$ cat src/hdl/pmb_pkg.sv
// ----------------------------------------------------------------------------
// pmb_pkg : shared types and constants for the peak meter ballistics core
// Register indexes, reset values and the fixed-width configuration bundle.
// ----------------------------------------------------------------------------
package pmb_pkg;

    // default level width, signed Q8.8 dB
    localparam int LEVEL_WIDTH_DEF = 16;

    // fixed register widths
    localparam int COEFF_W = 16;
    localparam int TICKS_W = 10;
    localparam int STEP_W  = 12;
    localparam int CFG_IDX_W = 3;

    // hold tick counter saturates here
    localparam logic [TICKS_W-1:0] CNT_MAX = {TICKS_W{1'b1}};

    // register reset values
    localparam int                 RST_FLOOR_DB   = -15360;
    localparam int                 RST_CEILING_DB = 0;
    localparam logic [COEFF_W-1:0] RST_ATTACK     = 16'd32768;
    localparam logic [COEFF_W-1:0] RST_RELEASE    = 16'd5243;
    localparam logic [TICKS_W-1:0] RST_HOLD_TICKS = 10'd18;
    localparam logic [STEP_W-1:0]  RST_FALL_STEP  = 12'd171;
    localparam logic               RST_HOLD_EN    = 1'b1;

    // configuration register indexes
    typedef enum logic [CFG_IDX_W-1:0] {
        CFG_FLOOR_DB       = 3'd0,
        CFG_CEILING_DB     = 3'd1,
        CFG_ATTACK_COEFF   = 3'd2,
        CFG_RELEASE_COEFF  = 3'd3,
        CFG_HOLD_TICKS     = 3'd4,
        CFG_HOLD_FALL_STEP = 3'd5,
        CFG_HOLD_ENABLE    = 3'd6
    } t_cfg_idx;

    // ballistics settings that do not scale with the level width
    typedef struct packed {
        logic [COEFF_W-1:0] attack_coeff;
        logic [COEFF_W-1:0] release_coeff;
        logic [TICKS_W-1:0] hold_ticks;
        logic [STEP_W-1:0]  hold_fall_step;
        logic               hold_enable;
    } t_ballistics_cfg;

endpackage

$ cat src/hdl/pmb_update.sv
// ----------------------------------------------------------------------------
// pmb_update : one meter tick of smoothing and peak hold
// Clamps the new level, runs the attack/release one-pole filter and updates
// the held peak and its tick counter; also forms the clamped meter outputs.
// ----------------------------------------------------------------------------
module pmb_update
    import pmb_pkg::*;
#(
    parameter int LEVEL_WIDTH = LEVEL_WIDTH_DEF
) (
    input  logic signed [LEVEL_WIDTH-1:0] i_level,
    input  logic signed [LEVEL_WIDTH-1:0] i_smooth,
    input  logic signed [LEVEL_WIDTH-1:0] i_held,
    input  logic        [TICKS_W-1:0]     i_cnt,
    input  logic signed [LEVEL_WIDTH-1:0] i_floor,
    input  logic signed [LEVEL_WIDTH-1:0] i_ceiling,
    input  t_ballistics_cfg               i_cfg,
    output logic signed [LEVEL_WIDTH-1:0] o_smooth,
    output logic signed [LEVEL_WIDTH-1:0] o_held,
    output logic        [TICKS_W-1:0]     o_cnt,
    output logic signed [LEVEL_WIDTH-1:0] o_bar_level,
    output logic signed [LEVEL_WIDTH-1:0] o_hold_level
);

    localparam int DIFF_W = LEVEL_WIDTH + 1;
    localparam int PROD_W = LEVEL_WIDTH + COEFF_W + 1;

    logic signed [LEVEL_WIDTH-1:0] level_c;
    logic signed [DIFF_W-1:0]      diff;
    logic        [COEFF_W-1:0]     coeff;
    logic signed [PROD_W-1:0]      prod;
    logic signed [DIFF_W-1:0]      delta;
    logic signed [DIFF_W-1:0]      smooth_sum;
    logic signed [DIFF_W-1:0]      dropped;
    logic        [TICKS_W-1:0]     cnt_inc;

    // when floor and ceiling are crossed, levels below the floor take the floor and all others the ceiling
    function automatic logic signed [LEVEL_WIDTH-1:0] clamp_lvl(
        input logic signed [LEVEL_WIDTH-1:0] v,
        input logic signed [LEVEL_WIDTH-1:0] lo,
        input logic signed [LEVEL_WIDTH-1:0] hi
    );
        logic signed [LEVEL_WIDTH-1:0] r;
        if (v < lo) begin
            r = lo;
        end else if (hi < v) begin
            r = hi;
        end else begin
            r = v;
        end
        return r;
    endfunction

    // clamp input and pick attack or release by direction
    always_comb begin
        level_c = clamp_lvl(i_level, i_floor, i_ceiling);
        diff    = DIFF_W'(level_c) - DIFF_W'(i_smooth);
        coeff   = (level_c > i_smooth) ? i_cfg.attack_coeff : i_cfg.release_coeff;
    end

    // one-pole step; the arithmetic shift floors towards minus infinity
    always_comb begin
        prod       = PROD_W'(diff) * $signed({{(PROD_W-COEFF_W){1'b0}}, coeff});
        delta      = prod[PROD_W-1:COEFF_W];
        smooth_sum = DIFF_W'(i_smooth) + delta;
        o_smooth   = smooth_sum[LEVEL_WIDTH-1:0];
    end

    // peak capture, hold count and decay of the held peak
    always_comb begin
        cnt_inc = (i_cnt != CNT_MAX) ? i_cnt + 1'b1 : i_cnt;
        dropped = DIFF_W'(i_held) - $signed({{(DIFF_W-STEP_W){1'b0}}, i_cfg.hold_fall_step});
        o_held  = i_held;
        o_cnt   = i_cnt;
        if (i_cfg.hold_enable) begin
            if (o_smooth > i_held) begin
                o_held = o_smooth;
                o_cnt  = '0;
            end else begin
                o_cnt = cnt_inc;
                if (cnt_inc >= i_cfg.hold_ticks) begin
                    o_held = (dropped > DIFF_W'(o_smooth)) ? dropped[LEVEL_WIDTH-1:0]
                                                           : o_smooth;
                end
            end
        end
    end

    // meter outputs
    always_comb begin
        o_bar_level  = clamp_lvl(o_smooth, i_floor, i_ceiling);
        o_hold_level = i_cfg.hold_enable ? clamp_lvl(o_held, i_floor, i_ceiling) : i_floor;
    end

endmodule

$ cat src/hdl/peak_meter_ballistics_core.sv
// ----------------------------------------------------------------------------
// peak_meter_ballistics_core : attack/release level meter with peak hold
// Smooths a stream of dB levels and tracks a decaying held peak.
// ----------------------------------------------------------------------------
// Usage
//   Slave stream: one request per meter tick, tdata carries level_db (signed
//   Q8.8). Master stream: one request per tick with bar_level and hold_level.
//   Settings are written through i_cfg_we / i_cfg_index / i_cfg_data while
//   no tick is in flight; indexes beyond the register list are ignored.
// Pipeline and throughput
//   A tick is captured in the input register; its result is then written to
//   the output register, which drives m_axis_tvalid, and a master stall can
//   hold the tick in between. One tick is taken every cycle unless the master
//   stalls; smoothing and hold state loop through one multiply-add per cycle.
// Reset
//   Synchronous, active low: pipeline emptied, settings back to defaults,
//   smoothed level and held peak set to the default floor, counter cleared.
// Stall
//   While the master side holds off, the result stays put and the input
//   register keeps one further tick; s_axis_tready drops once both are full.
// ----------------------------------------------------------------------------
module peak_meter_ballistics_core
    import pmb_pkg::*;
#(
    parameter int LEVEL_WIDTH = LEVEL_WIDTH_DEF
) (
    input  logic                                  i_clk,
    input  logic                                  i_rst_n,
    // configuration write port
    input  logic                                  i_cfg_we,
    input  logic [CFG_IDX_W-1:0]                  i_cfg_index,
    input  logic [((LEVEL_WIDTH > COEFF_W) ? LEVEL_WIDTH : COEFF_W)-1:0] i_cfg_data,
    // input stream
    input  logic                                  s_axis_tvalid,
    output logic                                  s_axis_tready,
    input  logic [((LEVEL_WIDTH+7)/8)*8-1:0]      s_axis_tdata,  // level_db
    // result stream
    output logic                                  m_axis_tvalid,
    input  logic                                  m_axis_tready,
    output logic [((2*LEVEL_WIDTH+7)/8)*8-1:0]    m_axis_tdata   // bar_level, hold_level
);

    localparam int OUT_W = ((2 * LEVEL_WIDTH + 7) / 8) * 8;

    localparam logic signed [LEVEL_WIDTH-1:0] FLOOR_RST   = LEVEL_WIDTH'(RST_FLOOR_DB);
    localparam logic signed [LEVEL_WIDTH-1:0] CEILING_RST = LEVEL_WIDTH'(RST_CEILING_DB);

    // settings
    logic signed [LEVEL_WIDTH-1:0] r_floor;
    logic signed [LEVEL_WIDTH-1:0] r_ceiling;
    t_ballistics_cfg               r_cfg;

    // pipeline
    logic                          r_in_valid;
    logic signed [LEVEL_WIDTH-1:0] r_level;
    logic                          r_out_valid;
    logic signed [LEVEL_WIDTH-1:0] r_bar;
    logic signed [LEVEL_WIDTH-1:0] r_hold;

    // meter state
    logic signed [LEVEL_WIDTH-1:0] r_smooth;
    logic signed [LEVEL_WIDTH-1:0] r_held;
    logic        [TICKS_W-1:0]     r_cnt;

    logic                          out_free;
    logic                          advance;
    logic                          in_accept;
    logic signed [LEVEL_WIDTH-1:0] n_smooth;
    logic signed [LEVEL_WIDTH-1:0] n_held;
    logic        [TICKS_W-1:0]     n_cnt;
    logic signed [LEVEL_WIDTH-1:0] n_bar;
    logic signed [LEVEL_WIDTH-1:0] n_hold;

    // handshake: advance when the output register is empty or being drained
    assign out_free      = !r_out_valid || m_axis_tready;
    assign advance       = r_in_valid && out_free;
    assign s_axis_tready = !r_in_valid || out_free;
    assign in_accept     = s_axis_tvalid && s_axis_tready;

    assign m_axis_tvalid = r_out_valid;
    assign m_axis_tdata  = {{(OUT_W-2*LEVEL_WIDTH){1'b0}}, r_hold, r_bar};

    // tick datapath
    pmb_update #(
        .LEVEL_WIDTH (LEVEL_WIDTH)
    ) u_update (
        .i_level      (r_level),
        .i_smooth     (r_smooth),
        .i_held       (r_held),
        .i_cnt        (r_cnt),
        .i_floor      (r_floor),
        .i_ceiling    (r_ceiling),
        .i_cfg        (r_cfg),
        .o_smooth     (n_smooth),
        .o_held       (n_held),
        .o_cnt        (n_cnt),
        .o_bar_level  (n_bar),
        .o_hold_level (n_hold)
    );

    // write settings
    always_ff @(posedge i_clk) begin
        if (!i_rst_n) begin
            r_floor              <= FLOOR_RST;
            r_ceiling            <= CEILING_RST;
            r_cfg.attack_coeff   <= RST_ATTACK;
            r_cfg.release_coeff  <= RST_RELEASE;
            r_cfg.hold_ticks     <= RST_HOLD_TICKS;
            r_cfg.hold_fall_step <= RST_FALL_STEP;
            r_cfg.hold_enable    <= RST_HOLD_EN;
        end else if (i_cfg_we) begin
            case (i_cfg_index)
                CFG_FLOOR_DB:       r_floor              <= i_cfg_data[LEVEL_WIDTH-1:0];
                CFG_CEILING_DB:     r_ceiling            <= i_cfg_data[LEVEL_WIDTH-1:0];
                CFG_ATTACK_COEFF:   r_cfg.attack_coeff   <= i_cfg_data[COEFF_W-1:0];
                CFG_RELEASE_COEFF:  r_cfg.release_coeff  <= i_cfg_data[COEFF_W-1:0];
                CFG_HOLD_TICKS:     r_cfg.hold_ticks     <= i_cfg_data[TICKS_W-1:0];
                CFG_HOLD_FALL_STEP: r_cfg.hold_fall_step <= i_cfg_data[STEP_W-1:0];
                CFG_HOLD_ENABLE:    r_cfg.hold_enable    <= i_cfg_data[0];
                default: ;
            endcase
        end
    end

    // pipeline valid flags and meter state
    always_ff @(posedge i_clk) begin
        if (!i_rst_n) begin
            r_in_valid  <= 1'b0;
            r_out_valid <= 1'b0;
            r_smooth    <= FLOOR_RST;
            r_held      <= FLOOR_RST;
            r_cnt       <= '0;
        end else begin
            if (in_accept) begin
                r_in_valid <= 1'b1;
            end else if (advance) begin
                r_in_valid <= 1'b0;
            end
            if (advance) begin
                r_out_valid <= 1'b1;
                r_smooth    <= n_smooth;
                r_held      <= n_held;
                r_cnt       <= n_cnt;
            end else if (m_axis_tready) begin
                r_out_valid <= 1'b0;
            end
        end
    end

    // payload registers
    always_ff @(posedge i_clk) begin
        if (in_accept) begin
            r_level <= s_axis_tdata[LEVEL_WIDTH-1:0];
        end
        if (advance) begin
            r_bar  <= n_bar;
            r_hold <= n_hold;
        end
    end

    // state holds while a result waits on the master side
    a_state_held_on_stall: assert property (@(posedge i_clk) disable iff (!i_rst_n)
        (m_axis_tvalid && !m_axis_tready && r_in_valid)
            |=> ($stable(r_smooth) && $stable(r_held) && $stable(r_cnt)))
        else $error("meter state moved while output stalled");

    // an accepted request always lands in the input register
    a_accept_fills_input: assert property (@(posedge i_clk) disable iff (!i_rst_n)
        (s_axis_tvalid && s_axis_tready) |=> r_in_valid)
        else $error("accepted request lost");

    // a result only appears after a tick sat in the input register
    a_result_from_input: assert property (@(posedge i_clk) disable iff (!i_rst_n)
        $rose(m_axis_tvalid) |-> $past(r_in_valid))
        else $error("result without a tick");

    // a new peak captured on advance clears the hold counter
    a_capture_clears_count: assert property (@(posedge i_clk) disable iff (!i_rst_n)
        (advance && r_cfg.hold_enable && (n_smooth > r_held)) |=> (r_cnt == '0))
        else $error("hold counter not cleared on new peak");

endmodule

$ cat config.mk
export PLATFORM = sky130hd
export DESIGN_NAME = peak_meter_ballistics_core
export DESIGN_NICKNAME = d
export VERILOG_FILES = /design/src/hdl/pmb_pkg.sv /design/src/hdl/pmb_update.sv /design/src/hdl/peak_meter_ballistics_core.sv
export SDC_FILE = /design/constraint.sdc
export NUM_CORES = 1
export LEC_CHECK = 0
export BUFFER_PORTS_ARGS = -buffer_cell sky130_fd_sc_hd__buf_2
export CAP_MARGIN = 20
export CORE_MARGIN = 4
export CORE_UTILIZATION = 25
export CTS_CLUSTER_DIAMETER = 80
export DETAILED_ROUTE_END_ITERATION = 10
export GPL_TIMING_DRIVEN = 0
export SYNTH_ARGS = -nofsm -noshare
export SYNTH_HDL_FRONTEND = slang
export SYNTH_SLANG_ARGS = --single-unit
$ cat constraint.sdc
create_clock -name i_clk -period 26 [get_ports i_clk]
set_input_delay 5.2 -clock i_clk [delete_from_list [all_inputs] [get_ports i_clk]]
set_output_delay 5.2 -clock i_clk [all_outputs]
set_load 0.005 [all_outputs]
### After elaboration in Yosys (flattened, before gate mapping)

Index checks and enable logic that the tools add are counted.
W data, S select, Z words.

| storage, ports and cells | value |
|---|---|
| register bits after elaboration | 179 |
| word-level logic and storage cells | 72 |
| input port bits | 40 |

| cells by class | value |
|---|---|
| muxes and demuxes | 18 |
| $add $sub $neg | 4 |
| $mul | 1 |
| equality and inequality tests | 7 |
| magnitude comparators | 10 |
| reduce and logical (&&, ||, !) cells | 17 |

Operators with widths:

| operator | count |
|---|---|
| $mux W16 | 12 |
| $lt A16 B16 Y1 | 6 |
| $gt A16 B16 Y1 | 2 |
| $mul A17 B17 Y32 | 1 |
| $mux W10 | 2 |
| $gt A17 B16 Y1 | 1 |
| $sub A16 B13 Y17 | 1 |
| $sub A16 B16 Y17 | 1 |
| $add A16 B16 Y16 | 1 |
| $reduce_and A2 Y1 | 8 |
| $add A10 B1 Y10 const B | 1 |
| $ge A10 B10 Y1 | 1 |
| $ne A10 B10 Y1 const B | 1 |
| $eq A3 B3 Y1 const B | 3 |
| $eq A3 B2 Y1 const B | 2 |
| $mux W1 | 4 |
| $reduce_bool A2 Y1 | 2 |
| $eq A3 B1 Y1 const B | 1 |
| $logic_not A3 Y1 | 1 |
| $logic_and A1 B1 Y1 | 2 |
| $logic_not A1 Y1 | 2 |
| $logic_or A1 B1 Y1 | 2 |

### Logic depth before layout (Yosys ltp)

| logic depth | value |
|---|---|
| depth after elaboration | 16 |
| depth in mapped cells | 90 |
| mapped depth without buffers | 88 |

### By module

A second synthesis with hierarchy kept.

| second synthesis, totals | value |
|---|---|
| cells, all modules | 2,646 |
| area, all modules | 23,425.0 µm² |

Modules (own cells, without submodules):

| module | sequential area each (µm²) | instances | cells an instance | area an instance (µm²) |
|---|---|---|---|---|
| pmb_update | 0.0 | 1 | 2,085 | 17,232.8 |
| peak_meter_ballistics_core | 4,063.9 | 1 | 561 | 6,192.2 |

### Worst setup path after synthesis

OpenSTA, ideal clock, no wires.

| timing | value |
|---|---|
| path kind | reg2reg |
| start point | register r_floor[1] |
| end point | register r_hold[0] (data pin) |
| period minus slack after synthesis | 18.393 ns |
| arrival time | 18.132 ns |
| data required time | 25.740 ns |
| stages on the path, launching flop included | 86 |
| slack | 7.607 ns |
| cell sequence | dfxtp_1 -> inv_1 -> ha_1 -> a21o_1 -> a21o_1 -> a21o_1 -> a21o_1 -> a21o_1 -> a21oi_1 -> nor2b_1 -> o21ai_0 -> a21oi_1 -> o41a_1 -> a21oi_1 -> clkbuf_1 -> mux2i_1 -> ha_1 -> a21o_1 -> (+50 left out) -> clkbuf_1 -> a22o_1 -> a21o_1 -> inv_1 -> ha_1 -> a21o_1 -> a21o_1 -> a21oi_1 -> nor2b_1 -> o21ai_0 -> nand2b_1 -> a21oi_1 -> a21oi_1 -> nand2_1 -> o21ai_0 -> a21oi_2 -> mux2_2 -> mux2_4 |

| on the way | value |
|---|---|
| cells in the longest elaborated chain, start to end | 15 |
| elaborated cells between the ends (all ways) | 18 |
| those cells by class | add/sub: 2; mul: 1; order compare: 6; mux: 9 |

RTL lines:

| element | RTL line | source |
|---|---|---|
| from (decl) | peak_meter_ballistics_core.sv:49 | `logic signed [LEVEL_WIDTH-1:0] r_floor;` |
| from (signal assigned) | peak_meter_ballistics_core.sv:113 | `CFG_FLOOR_DB: r_floor <= i_cfg_data[LEVEL_WIDTH-1:0];` |
| $lt A16 B16 Y1 | pmb_update.sv:44 | `if (v < lo) begin` |
| $mux W16 * | pmb_update.sv:44 |  |
| $gt A16 B16 Y1 | pmb_update.sv:58 | `coeff = (level_c > i_smooth) ? i_cfg.attack_coeff : i_cfg.release_coeff;` |
| $mux W16 | pmb_update.sv:58 |  |
| $mul A17 B17 Y32 * | pmb_update.sv:63 | `prod = PROD_W'(diff) * $signed({{(PROD_W-COEFF_W){1'b0}}, coeff});` |
| $add A16 B16 Y16 * | pmb_update.sv:65 | `smooth_sum = DIFF_W'(i_smooth) + delta;` |
| named net n_smooth[15] | peak_meter_ballistics_core.sv:68 | `logic signed [LEVEL_WIDTH-1:0] n_smooth;` |
| $gt A17 B16 Y1 | pmb_update.sv:82 | `o_held = (dropped > DIFF_W'(o_smooth)) ? dropped[LEVEL_WIDTH-1:0]` |
| (+2 left out) | -- |  |
| $mux W16 * | pmb_update.sv:76 | `if (o_smooth > i_held) begin` |
| $mux W16 * | pmb_update.sv:75 | `if (i_cfg.hold_enable) begin` |
| named net n_held[9] | peak_meter_ballistics_core.sv:69 | `logic signed [LEVEL_WIDTH-1:0] n_held;` |
| $lt A16 B16 Y1 | pmb_update.sv:46 | `end else if (hi < v) begin` |
| $mux W16 | pmb_update.sv:46 |  |
| $mux W16 * | pmb_update.sv:44 |  |
| $mux W16 * | pmb_update.sv:92 | `o_hold_level = i_cfg.hold_enable ? clamp_lvl(o_held, i_floor, i_ceiling) : i_floor;` |
| named net n_hold[0] | peak_meter_ballistics_core.sv:72 | `logic signed [LEVEL_WIDTH-1:0] n_hold;` |
| to (signal assigned) | peak_meter_ballistics_core.sv:157 | `r_hold <= n_hold;` |
| to (decl) | peak_meter_ballistics_core.sv:58 | `logic signed [LEVEL_WIDTH-1:0] r_hold;` |

The timed path passes the listed nets; every way through them passes the cells marked *.
A chain may end at the register's enable or synchronous reset.

### Worst setup path in the final report

Ends and elaborated chain as after synthesis.

==> results_dict.tcl <==
set metrics [dict create \
    synthCells 2665 \
    fin_nets 3325 \
    via_count 19000 \
    cts.clk_slew.worst_paths_ns 0.08 \
    drt_iter0_markers 1328 \
    place_congestion 0.950 \
    critPathCaptureType "flop" \
    ys.flop_type "dfxtp_1" \
    worstPathArrival_ns 24.81 \
    setup_viol 0 \
    skew_ns 0.00738 \
    hp-class "reg2reg" \
    period_minus_slack_ns 24.60 \
    synth_edf_count 48 \
    netlist_top_cells_count "inv_1 (468), nand2_1 (382), fa_1 (268)" \
    fp.coreArea_um2 91800 \
    io_buffers 70 \
    yosysWarnings 0 \
    diodes 0 \
    crit_slowest_cell "mux2i_1" \
    die-area_um2 97700 \
    crit_family "compound AO/OA/AOI/OAI gates" \
    cts_resized 0 \
    fin_crit_sh_pct 94.6 \
    drt-pass1-iter-count 5 \
    numCtsBuffers 17 \
    drive_gt1_share_pct 6.12 \
    avgRoutedWirePerCell_um 18.4 \
    synth_area_per_cell_um2 8.70 \
    ff2ff_path_depth 85 \
    slew-limit-headroom_pct 20.9 \
    track_usage_pct 15.1 \
    netlist.area_leader.share_pct 23.1 \
    grt_pass1_vias 19100 \
    cpPeakStageDelay_ns 0.98 \
    grt_pass1_wl_um 114000 \
    ys_types 86 \
    required_ns 26.21 \
    clk_latency_ns 0.46 \
    cp.buffers_inverters 12 \
    drv_cap 0 \
    drt_wl_total_um 74000 \
    outcome "finished clean" \
    clk_path_buf_depth 2 \
    die_w_um 313 \
    hold_buffers 0 \
    path_depth 85 \
    clock-sinks 179 \
    max_freq_mhz 40.7 \
    hold_depth 2 \
    yosys.area.top_type "fa_1" \
    syn_nets 3223 \
    h-tree-depth 4 \
    crit_type "reg2reg" \
    drv_slew 0 \
    tightest_slew_ns 1.15 \
    antenna_found_initial 0 \
    vias_per_cell 4.71 \
    drcViolationCount 0 \
    overflow 0 \
    ys_seq_area_share_pct 17.5 \
    dieHeight_um 313 \
    cts_tree "yes" \
    final.setup.tns_ns 0 \
    num_io_pins 74 \
    rows 111 \
    start_kind "flop" \
    rsz0062_at_grt "no" \
    async_flop_share_pct 0 \
    grt_max_degree 34 \
    postCtsSetupRepairBufs 0 \
    netlist_area_um2 23200 \
    initial_core_util_pct 25.3 \
    synthToLayoutAreaGrowth_pct 11.2 \
    ant_nets 0 \
    ys_ff_latch 179 \
    place_hpwl_um 60900 \
    worstPathMaxFanout 10 \
    yosysMostFrequentCell "inv_1" \
    cts_root_buf "clkbuf_16" \
    ys_top_cells_by_area "fa_1 (23%), ha_1 (13%), dfxtp_1 (11%)" \
    finalHoldViolCount 0 \
]
[layout make-up]
cell class | instances | area (um^2)
plain buffers | 76 | 320
clock buffers | 20 | 447
clock inverters | 11 | 124
fillers | 9896 | 66000
inverters | 468 | 1760
multi-input cells | 1942 | 17100
flip-flops and latches | 179 | 4060
well taps | 1243 | 1560
repair buffers | 83 | 469
[metrics by stage]
stage                     cell area [um^2]  hold slack (ns)  setup slack, ns  utilization (%)  instances
final                                25800            0.466             1.40             28.1       4022
after global routing                 25800            0.484            0.147             28.1       4022
after CTS                            25800            0.469             1.67             28.1       4017
after global placement               25100            0.448             1.70             27.3       3978
after floorplan                      23200            0.435             7.61                -       2665
after detailed placement             25200            0.457             1.77             27.4       3986
[registers in the layout (all words and copies together) (netlist names)]
signal and count:
m_axis_tvalid 1, r_bar 16, r_ceiling 16, r_cfg 55, r_cnt 10, r_floor 16
r_held 16, r_hold 16, r_in_valid 1, r_level 16, r_smooth 16
[per-layer routing]
metal / GRT usage (%) / up-vias / routed length (um)
met4: 5.51 / 0 / 2900
li1: - / 8909 / -
met2: 24.6 / 650 / 33900
met3: 2.61 / 141 / 5210
met5: 0 / - / 0
met1: 20.1 / 9256 / 32000
[final timing paths]
kind / start / to / slack (ns)
max reg2reg: r_floor[1]$_SDFFE_PN0P_ / r_hold[0]$_DFFE_PP_ / 1.40
min reg2reg: r_cfg[39]$_SDFFE_PN0P_ / r_cfg[39]$_SDFFE_PN0P_ / 0.47
max: r_floor[1]$_SDFFE_PN0P_ / r_hold[0]$_DFFE_PP_ / 1.40
min: r_cfg[39]$_SDFFE_PN0P_ / r_cfg[39]$_SDFFE_PN0P_ / 0.47
[cell usage in the layout, fill, tap and decap left out, drive strengths merged, types with 37 or more instances in the layout]
cell type and instances:
clkbuf 90, inv 472, a21o 64, nand2 382, dfxtp 131, ha 250
nor2b 37, edfxtp 48, xnor2 61, nor2 178, mux2i 100, o21ai 62
fa 268, a21oi 78, nand3 43, buf 89, a21boi 88
[tightest hold or removal path, delay by kind of cell (launching register included)]
family           cells  cell delay, ns
AO/OA/AOI/OAI        1            0.06
AND/OR/NAND/NOR      1            0.04
flip-flops           1            0.31
[cells by family (layout without fill, tap and decap cells)]
group	after synthesis	after routing	share of synthesized area, %
buffers and inverters	544	658	8.95
AO/OA/AOI/OAI	449	449	13.7
multiplexers	122	122	5.43
XOR/XNOR	85	85	3.24
AND/OR/NAND/NOR	763	763	14.3
flip-flops	179	179	17.5
adder cells (fa/ha/maj)	523	523	36.8
Power is left out: the tool's default activity adds up to more than one toggle a clock period on the data nets, which glitch-free logic cannot reach.
